<file path="config.mk">
export PLATFORM = sky130hd
export DESIGN_NAME = pcob_ctrl
export DESIGN_NICKNAME = d
export VERILOG_FILES = /design/src/sv/pcob_pkg.sv /design/src/sv/pcob_ctrl.sv
export SDC_FILE = /design/constraint.sdc
export NUM_CORES = 1
export LEC_CHECK = 0
export BUFFER_PORTS_ARGS = -buffer_cell sky130_fd_sc_hd__buf_4
export CELL_PAD_IN_SITES_DETAIL_PLACEMENT = 0
export CELL_PAD_IN_SITES_GLOBAL_PLACEMENT = 2
export CORE_AREA = 5 5 42 44
export CTS_CLUSTER_DIAMETER = 40
export DETAILED_ROUTE_END_ITERATION = 7
export DIE_AREA = 0 0 47 49
export PLACE_DENSITY_LB_ADDON = 0.1
export SETUP_SLACK_MARGIN = 0.2
export SLEW_MARGIN = 25
export SYNTH_ARGS = -nofsm -noshare
export SYNTH_HDL_FRONTEND = slang
export SYNTH_SLANG_ARGS = --single-unit
export TNS_END_PERCENT = 100
</file>
<file path="constraint.sdc">
create_clock -name clk -period 1.3 [get_ports clk]
set_input_delay 0 -clock clk [delete_from_list [all_inputs] [get_ports clk]]
set_output_delay 0 -clock clk [all_outputs]
set_load 0.01 [all_outputs]
</file>
<file path="src/sv/pcob_pkg.sv">
// ----------------------------------------------------------------------------
// pcob_pkg
// Shared constants and types for the occupancy binner.
// ----------------------------------------------------------------------------
package pcob_pkg;

	localparam int GRID_X     = 64;
	localparam int GRID_Y     = 64;
	localparam int CELL_SHIFT = 7;
	localparam int NCELLS     = GRID_X * GRID_Y;
	localparam int AW         = $clog2(NCELLS);
	localparam int XW         = $clog2(GRID_X);

	localparam logic [6:0] OCC_VALUE = 7'd100;

	localparam logic [2:0] REG_QX  = 3'd0;
	localparam logic [2:0] REG_QY  = 3'd1;
	localparam logic [2:0] REG_QZ  = 3'd2;
	localparam logic [2:0] REG_QW  = 3'd3;
	localparam logic [2:0] REG_XS  = 3'd4;
	localparam logic [2:0] REG_YS  = 3'd5;
	localparam logic [2:0] REG_ZF  = 3'd6;
	localparam logic [2:0] REG_THR = 3'd7;

	typedef struct packed {
		logic       func;
		logic [23:0] px;
		logic [23:0] py;
		logic [23:0] pz;
		logic [11:0] cidx;
	} req_t;

	typedef struct packed {
		logic        kept;
		logic [23:0] rx;
		logic [23:0] ry;
		logic [23:0] rz;
		logic [6:0]  occ;
		logic [7:0]  hits;
	} rsp_t;

	// controller to datapath
	typedef struct packed {
		logic load;   // capture request
		logic mat;    // build matrix entries
		logic mul;    // one product step
		logic sum;    // add and round
		logic bin;    // window check, memory read
		logic upd;    // memory write and result
		logic clr;    // zero the cell addressed by the request
	} cmd_t;

	typedef struct packed {
		logic func;
		logic mul_last;
	} sts_t;

endpackage

</file>
<file path="src/sv/pcob_ctrl.sv">
// ----------------------------------------------------------------------------
// pcob_ctrl
// Sequencer for one request at a time.
// ----------------------------------------------------------------------------
module pcob_ctrl (
	input  logic           clk,
	input  logic           arst_n,
	input  logic           in_fire,
	input  logic           out_busy,
	input  pcob_pkg::sts_t sts,
	output pcob_pkg::cmd_t cmd,
	output logic           idle
);
	import pcob_pkg::*;

	localparam logic [2:0] S_IDLE = 3'd0;
	localparam logic [2:0] S_MAT  = 3'd1;
	localparam logic [2:0] S_MUL  = 3'd2;
	localparam logic [2:0] S_SUM  = 3'd3;
	localparam logic [2:0] S_BIN  = 3'd4;
	localparam logic [2:0] S_UPD  = 3'd5;

	logic [2:0] state_q, state_d;

	always_comb begin
		state_d = state_q;
		cmd     = '0;
		cmd.load = (state_q == S_IDLE) && in_fire;
		unique case (state_q)
			S_IDLE: if (in_fire) state_d = S_MAT;
			S_MAT: begin
				cmd.mat = 1'b1;
				state_d = sts.func ? S_BIN : S_MUL;
			end
			S_MUL: begin
				cmd.mul = 1'b1;
				if (sts.mul_last) state_d = S_SUM;
			end
			S_SUM: begin
				cmd.sum = 1'b1;
				state_d = S_BIN;
			end
			S_BIN: begin
				cmd.bin = 1'b1;
				state_d = S_UPD;
			end
			S_UPD: begin
				if (!out_busy) begin
					cmd.upd = 1'b1;
					state_d = S_IDLE;
				end
			end
			default: state_d = S_IDLE;
		endcase
	end

	assign idle = (state_q == S_IDLE);

	always_ff @(posedge clk or negedge arst_n) begin
		if (!arst_n) state_q <= S_IDLE;
		else state_q <= state_d;
	end
endmodule

</file>
==> results of run 1 <==
per-layer routing:
layer	global-route usage	part of all wire
met2	0.09955	0.52
met5	0	0
met1	0.07709	0.42
met4	0.08295	0
met3	0.003690	0.056
synthesized netlist by cell type, drive strengths merged (2+ instances only):
cell,number
dfrtp,3
buf,3
nor2,4
or2b,2
power breakdown:
group / switching [mW] / internal, mW
Clock: 0.0457 / 0.115
Combinational: 0.299 / 0.523
Sequential: 0.0994 / 0.152
Total: 0.444 / 0.790
cell families (layout without fill, tap and decap cells):
group	after synthesis	after routing	share of synthesized area
DFF	3	3	0.3175
buffers and inverters	4	29	0.1164
and+or+nand+nor	16	16	0.4445
AOI/OAI and AO/OA	3	3	0.1058
other	1	1	0.01586
final cells by class:
| type | instances | area, um2 |
|---|---|---|
| Fill cell | 151 | 918.4 |
| Timing Repair Buffer | 24 | 197.7 |
| Multi-Input combinational cell | 20 | 156.4 |
| Sequential cell | 3 | 78.83 |
| Clock buffer | 4 | 26.28 |
| Tap cell | 16 | 20.02 |
| Inverter | 1 | 3.754 |
worst max-delay path, cell delays in order (launching register included):
cell and delay [ps]:
dfrtp_2 420, buf_6 120, or2b_1 240, nor2_1 90, buf_4 120
path summary, 6_finish.rpt:
check / from / endpoint
setup / recovery: state_q[1] / cmd[4]
hold / removal: sts[1] / state_q[1]
setup reg to reg: state_q[1] / state_q[1]
hold reg to reg: state_q[2] / state_q[1]
max in group asynchronous: arst_n / state_q[0]
min in group asynchronous: arst_n / state_q[1]
cell usage in the layout (no fill, tap or decap), types with 2 or more instances in the layout:
| cell | instances |
|---|---|
| buf_4 | 19 |
| buf_6 | 4 |
| clkbuf_4 | 3 |
| dfrtp_2 | 3 |
| nor2_1 | 4 |
| or2b_1 | 2 |
what timing repair did:
item | 4_1_cts | 5_1_grt
gates resized for setup | 5 | 9
endpoints found under the hold margin | 3 | 0
pin swaps | 0 | 6
hold buffers | 1 | 0
buffers inserted | 5 | 6
endpoints found under the setup margin | 7 | 9
metrics by stage:
step / worst slack (ps) / cells
after detailed placement: 141.6 / 52
after global placement: 177.1 / 52
after floorplan: 232.5 / 27
final: 71.51 / 68
after CTS: 77.81 / 62
after global routing: 6.339 / 68
==> metrics.md, run 1 <==
| Metric | Value |
|---|---|
| Worst EP required | `about 1300 ps` |
| TritonRoute pass-1 iters | `1` |
| TritonCTS clock tree | `yes` |
| #FFs+latches synth | `3` |
| First-pass GRT wire length | `between 1 and 1.5 mm` |
| Largest reg by FF count | `state_q` |
| Core Rows | `14` |
| Clock transition at the registers of the reported paths | `approximately 40 ps` |
| Clk root buf | `clkbuf_4` |
| Yosys top cell by area | `dfrtp_1` |
| Skew-Pair Late Insertion Delay | `230 ps` |
| Largest cells by area after synthesis | `dfrtp_1 (32%), nor2_1 (6.3%), or2b_1 (6.3%)` |
| Share of layout cells above drive strength 1 | `0.6923` |
| Final core occ | `0.3446` |
| Fin crit period | `1228 ps` |
| Post-route setup TNS | `0 ps` |
| R2R Setup Slk | `80 ps` |
| Final WL | `764 um` |
| Wirelength per Cell | `~11 um` |
| Fin. Hold Viols | `0` |
| Hold WS | `39.17 ps` |
| Cell Pwr Density | `2555 nW/um2` |
| Asr flop ratio synth | `1.000` |
| Yosys warns | `0` |
| GRT Total Usage | `0.06906` |
| H-tree levels | `1` |
| Port bufs | `12` |
| Clk buf depth | `2` |
| Die width | `47 um` |
| Largest net degree at the start of global routing | `10` |
| Vias | `274` |
| Largest regs | `state_q x3` |
| Gpl congestion | `0.6399` |
| DRC | `0` |
| # clock sinks | `3` |
| CP Max Fanout | `6` |
| Layout Nets | `59` |
| R2R depth | `4` |
| Final setup violation count | `0` |
| Post-synth top flop | `dfrtp_1` |
| Placed Area | `322.8 um2` |
| DIE HEIGHT | `49 um` |
| Hold Crit Class | `in2reg` |
| Startpoint Class | `flip-flop` |
| DRT antenna net count | `0` |
| Post-synth top area share | `0.3175` |
| Vias in the first global route | `between 200 and 300` |
| Max-slew violation count | `0` |
| Initial Util | `0.1688` |
| Full die area | `between 2000 and 2500 um2` |
| LEAKAGE | `0.2293 nW` |
| CP Class | `reg2out` |
| CP arrival | `1230 ps` |
| Mapped cell area | `236.5 um2` |
| Hold depth | `3` |
| Antenna violations before repair | `0` |
| FMAX | `814.0 MHz` |
| Top-Level Pins | `14` |
| RSZ-0062 raised after global routing | `yes` |
| Total power | `around 1.2 mW` |
| Number of max-cap violations | `0` |
| Core footprint | `between 1000 and 1500 um2` |
| Synth Area per Inst | `8.758 um2` |
| Synthesized net count | `33` |
| DR vias/cell | `4.029` |
| DR iter-0 viols | `0` |
| Area grow syn2layout | `104.2%` |
| Max reg flops | `3` |
| Post-Synthesis Cells | `27` |
| Outcome | `complete, no violations` |
| Post-synthesis sequential area ratio | `0.3175` |
| EDFF count, synth | `0` |
| Maximum VDD drop | `between 0.7 and 0.8 mV` |
| Gr ovfl total | `0` |
| Final worst path period share | `0.9450` |
| Final Instance Area | `483.0 um2` |
| CTS Buf Count | `3` |
| Worst setup EP type | `output pin` |
| Synth cell types | `21` |
| Antenna diodes | `0` |
| Clock Skews | `0.6879 ps` |
(Power assumes the default switching activity.)
==> run 2, diff against run 1 <==
--- a/config.mk
+++ b/config.mk
@@ -9,6 +9,7 @@
 export CELL_PAD_IN_SITES_DETAIL_PLACEMENT = 0
 export CELL_PAD_IN_SITES_GLOBAL_PLACEMENT = 2
 export CORE_AREA = 5 5 42 44
+export CTS_BUF_LIST = sky130_fd_sc_hd__clkbuf_4 sky130_fd_sc_hd__clkbuf_8
 export CTS_CLUSTER_DIAMETER = 40
 export DETAILED_ROUTE_END_ITERATION = 7
 export DIE_AREA = 0 0 47 49
==> metrics.md, run 2 (same netlist as run 1, synthesis figures left out) <==
| Metric | Value |
|---|---|
| P_sw | `444.6 uW` |
| DRC | `0` |
| Core Rows | `14` |
| Sw Ratio | `0.3541` |
| RSZ-0062 raised after global routing | `yes` |
| TritonRoute pass-1 iters | `1` |
| DR iter-0 viols | `0` |
| Clock transition at the registers of the reported paths | `around 40 ps` |
| Fill cells | `around 150` |
| Clock Skews | `0.8836 ps` |
| Most common cell after layout, fill and taps aside | `buf_4` |
| Maximum VDD drop | `0.7213 mV` |
| Clk root buf | `clkbuf_4` |
| Post-Layout Cell Count | `68` |
| Fin. Hold Viols | `0` |
| Number of max-cap violations | `0` |
| DIE HEIGHT | `49 um` |
| Sequential share of power | `0.200` |
| Vias | `~270` |
| Outcome | `complete, no violations` |
| # clock sinks | `3` |
| Clock Power Share | `0.145` |
| Gate power share | `0.655` |
| Final WL | `770 um` |
| Initial Util | `0.1688` |
| FMAX | `814.6 MHz` |
| Top-Level Pins | `14` |
| Post-route setup TNS | `0 ps` |
| Share of layout cells above drive strength 1 | `0.7115` |
| Final setup violation count | `0` |
| Final worst path period share | `0.9444` |
| DR vias/cell | `4.029` |
| Max-slew violation count | `0` |
| Commonest non-fill, non-tap cells in the layout | `buf_4 (19), nor2_1 (4), clkbuf_4 (4), buf_6 (4), dfrtp_2 (3)` |
| Fin crit period | `1228 ps` |
| Largest reg by FF count | `state_q` |
| DRT antenna net count | `0` |
| Flip-flop and latch area | `78.83 um2` |
| CP Class | `reg2out` |
| Layout Nets | `59` |
| TritonCTS clock tree | `yes` |
| GRT Total Usage | `0.06906` |
| H-tree levels | `1` |
| Multi-input logic area | `156.4 um2` |
| Internal | `approximately 800 uW` |
| Wirelength per Cell | `between 10 and 15 um` |
| Die width | `47 um` |
| Clk buf depth | `2` |
| Max reg flops | `3` |
| CP arrival | `1230 ps` |
| CP Max Fanout | `6` |
| Startpoint Class | `flip-flop` |
| Cell Pwr Density | `2579 nW/um2` |
| Placed Cells | `52` |
| Port bufs | `12` |
| Antenna diodes | `0` |
| Full die area | `2303 um2` |
| CTS Buf Count | `3` |
| Worst setup EP type | `output pin` |
| Largest regs | `state_q x3` |
| First-pass GRT wire length | `around 1.1 mm` |
| Core footprint | `between 1000 and 1500 um2` |
| Hold Crit Class | `in2reg` |
| Largest net degree at the start of global routing | `10` |
| Vias in the first global route | `272` |
| Worst EP required | `1300 ps` |
| Gpl congestion | `0.6399` |
| Skew-Pair Late Insertion Delay | `around 230 ps` |
| Antenna violations before repair | `0` |
| Gr ovfl total | `0` |
| Area grow syn2layout | `105.8%` |
| LEAKAGE | `0.2327 nW` |
## run 2: cell counts in the layout (fill, tap and decap cells not counted)
Identical to the previous run, type by type.
## run 2: final cells by class
cell class / instances / area share
clock buffer: 4 / 0.06170
inverter: 1 / 0.007712
multi-input combinational: 20 / 0.3213
sequential: 3 / 0.1620
tap: 16 / 0.04113
timing repair buffer: 24 / 0.4062
## run 2: final timing paths
kind	from	end	slack, ps	cells past startpoint
min in group asynchronous	arst_n	state_q[0]	100	2
worst min register to register	state_q[2]	state_q[1]	660	2
worst min-delay path	sts[1]	state_q[1]	40	3
worst max register to register	state_q[1]	state_q[1]	80	4
worst max-delay path	state_q[1]	cmd[4]	70	4
max in group asynchronous	arst_n	state_q[2]	1100	2
## run 2: power by group through the flow
stage / sequential, mW / combinational (mW) / clock, mW
floorplan: 0.174 / 0.357 / 0
global placement: 0.253 / 0.441 / 0
detailed placement: 0.253 / 0.439 / 0
CTS: 0.241 / 0.600 / 0.193
global route: 0.259 / 0.894 / 0.201
finish: 0.251 / 0.822 / 0.183
## run 2: repair_timing
item,4_1_cts,5_1_grt
buffers inserted,5,6
gates resized for setup,5,9
hold buffers,1,0
pin swaps,0,6
endpoints found under the setup margin,7,9
hold endpoints to repair,3,0
## run 2: per-stage QoR
step / total power, mW / hold WS [ps] / cell area [um2] / utilization / setup slack, ps
floorplan: 0.5310 / -295.6 / 236.5 / - / 232.5
global route: 1.355 / 37.85 / 486.7 / 0.3473 / 6.785
finish: 1.255 / 38.35 / 486.7 / 0.3473 / 72.33
detailed placement: 0.6923 / -208.7 / 322.8 / 0.2304 / 141.6
global placement: 0.6939 / -210.6 / 322.8 / 0.2304 / 177.1
CTS: 1.035 / 35.77 / 415.4 / 0.2964 / 76.27
## run 2: routing by layer
metal  GRT usage  part of all wire  vias up
li1            -                 -      140
met1     0.07709              0.42      127
met2     0.09955              0.52        7
met3    0.003690             0.056        0
met4     0.08295                 0        0
met5           0                 0        -
## run 2: critical path, stage by stage (launching register included)
cell and delay [ps]:
dfrtp_2 420, buf_6 120, or2b_1 240, nor2_1 90, buf_4 120
==> run 3, diff against run 2 <==
--- a/config.mk
+++ b/config.mk
@@ -13,7 +13,7 @@
 export CTS_CLUSTER_DIAMETER = 40
 export DETAILED_ROUTE_END_ITERATION = 7
 export DIE_AREA = 0 0 47 49
-export PLACE_DENSITY_LB_ADDON = 0.1
+export PLACE_DENSITY = 0.6
 export SETUP_SLACK_MARGIN = 0.2
 export SLEW_MARGIN = 25
 export SYNTH_ARGS = -nofsm -noshare
==> constraint.sdc (replaced) <==
create_clock -name clk -period 1.3 [get_ports clk]
set_input_delay 0.26 -clock clk [delete_from_list [all_inputs] [get_ports clk]]
set_output_delay 0.26 -clock clk [all_outputs]
set_load 0.01 [all_outputs]
==> metrics.md, run 3 (same netlist as run 1, synthesis figures left out) <==
| Metric | Value |
|---|---|
| Largest regs | `state_q x3` |
| Initial Util | `0.1688` |
| TritonRoute pass-1 iters | `2` |
| CP Class | `reg2out` |
| Final WS setup | `-148.6 ps` |
| Antenna violations before repair | `0` |
| Area grow syn2layout | `107.9%` |
| Final Instance Area | `491.7 um2` |
| Worst EP required | `1040 ps` |
| Layout Nets | `55` |
| DR iter-0 viols | `2` |
| Met1 WL | `262 um` |
| Final worst path period share | `1.114` |
| GRT Total Usage | `0.07475` |
| Highest routed layer | `met4` |
| Number of max-cap violations | `0` |
| Most common cell after layout, fill and taps aside | `buf_4` |
| Antenna diodes | `0` |
| Hold Crit Class | `in2reg` |
| Final setup violation count | `7` |
| Full die area | `2303 um2` |
| Vias | `269` |
| Clock Skews | `between 5 and 6 ps` |
| Max reg flops | `3` |
| Die width | `approximately 47 um` |
| Worst setup EP type | `output pin` |
| Top-Level Pins | `14` |
| Metal3 WL | `40 um` |
| Startpoint Class | `flip-flop` |
| Clock transition at the registers of the reported paths | `40 ps` |
| Gpl congestion | `0.6585` |
| Hold WS | `289.4 ps` |
| FMAX | `~690 MHz` |
| Post-route setup TNS | `-897.0 ps` |
| DR vias/cell | `4.203` |
| H-tree levels | `1` |
| Fin crit period | `1449 ps` |
| Commonest non-fill, non-tap cells in the layout | `buf_4 (14), buf_6 (5), clkbuf_4 (4)` |
| Place WS | `-1.134 ps` |
| RSZ-0062 raised after global routing | `yes` |
| Clk buf depth | `2` |
| Multi-input logic area | `187.7 um2` |
| DIE HEIGHT | `49 um` |
| Vias in the first global route | `roughly 300` |
| Met2 Wirelength | `~360 um` |
| Port bufs | `12` |
| Fill cells | `162` |
| DRT antenna net count | `0` |
| Max-slew violation count | `0` |
| Failing checks | `setup timing` |
| Core Rows | `14` |
| TritonCTS clock tree | `yes` |
| CTS Buf Count | `3` |
| CP arrival | `around 1200 ps` |
| First-pass GRT wire length | `1.186 mm` |
| # clock sinks | `3` |
| Share of layout cells above drive strength 1 | `0.7708` |
| Post-DP HPWL | `around 500 um` |
| Cell Pwr Density | `2595 nW/um2` |
| Clk root buf | `clkbuf_4` |
| Core footprint | `1401 um2` |
| Placed Cells | `55` |
| Wirelength per Cell | `about 11 um` |
| Placed Area | `386.6 um2` |
| Maximum VDD drop | `between 0.7 and 0.8 mV` |
| Fin. Hold Viols | `0` |
| Largest reg by FF count | `state_q` |
| Flip-flop and latch area | `between 70 and 80 um2` |
| Post-Layout Cell Count | `64` |
| CP Max Fanout | `7` |
| LEAKAGE | `0.2219 nW` |
| Largest net degree at the start of global routing | `8` |
| Gr ovfl total | `0` |
| Skew-Pair Late Insertion Delay | `240 ps` |
| Final WL | `684 um` |
| DRC | `0` |
| Outcome | `finished with violations` |
## run 3: cell count changes in the layout (fill, tap and decap cells not counted), sizes merged
cell,previous run,this run
buf,23,19
## run 3: per-stage QoR
stage | power, mW | utilization
final | 1.276 | 0.3509
after global routing | 1.372 | 0.3509
after CTS | 1.291 | 0.3509
after detailed placement | 0.8960 | 0.2759
after global placement | 0.8927 | 0.2759
after floorplan | 0.6904 | -
## run 3: timing repair
action,in CTS,in global routing
gates resized for setup,10,0
setup buffers,4,0
hold buffers,1,0
endpoints found under the setup margin,9,9
endpoints found under the hold margin,3,0
pin swaps,1,2
## run 3: path summary, 6_finish.rpt
| path | startpoint | endpoint | slack [ps] | cells past startpoint |
|---|---|---|---|---|
| worst max-delay path | state_q[1] | cmd[6] | -150 | 4 |
| worst min-delay path | sts[1] | state_q[1] | 290 | 3 |
| worst max register to register | state_q[0] | state_q[1] | 210 | 3 |
| worst min register to register | state_q[2] | state_q[1] | 620 | 2 |
| max in group asynchronous | arst_n | state_q[0] | 850 | 2 |
| min in group asynchronous | arst_n | state_q[1] | 340 | 2 |
## run 3: report_power, final
part	leakage (nW)	switching [mW]	internal [mW]	total, mW
clock network	0.0184	0.0518	0.136	0.188
logic	0.170	0.315	0.516	0.831
registers	0.0339	0.106	0.152	0.257
total	0.222	0.472	0.804	1.28
## run 3: worst max-delay path, cell delays in order, from the launching register on
cell and delay, ps:
dfrtp_2 460, buf_6 140, nor3_4 110, and2_4 160, buf_6 90
## run 3: metal layers
metal,vias to the layer above,GRT usage
li1,131,-
met1,127,0.07947
met5,-,0
met3,2,0.01476
met4,0,0.06912
met2,9,0.1154
## run 3: area by class of cell
cell class                 count  share of cell area
multi-input combinational     20              0.3817
timing repair buffer          20              0.3486
sequential                     3              0.1603
clock buffer                   4             0.06107
tap                           16             0.04071
inverter                       1            0.007634
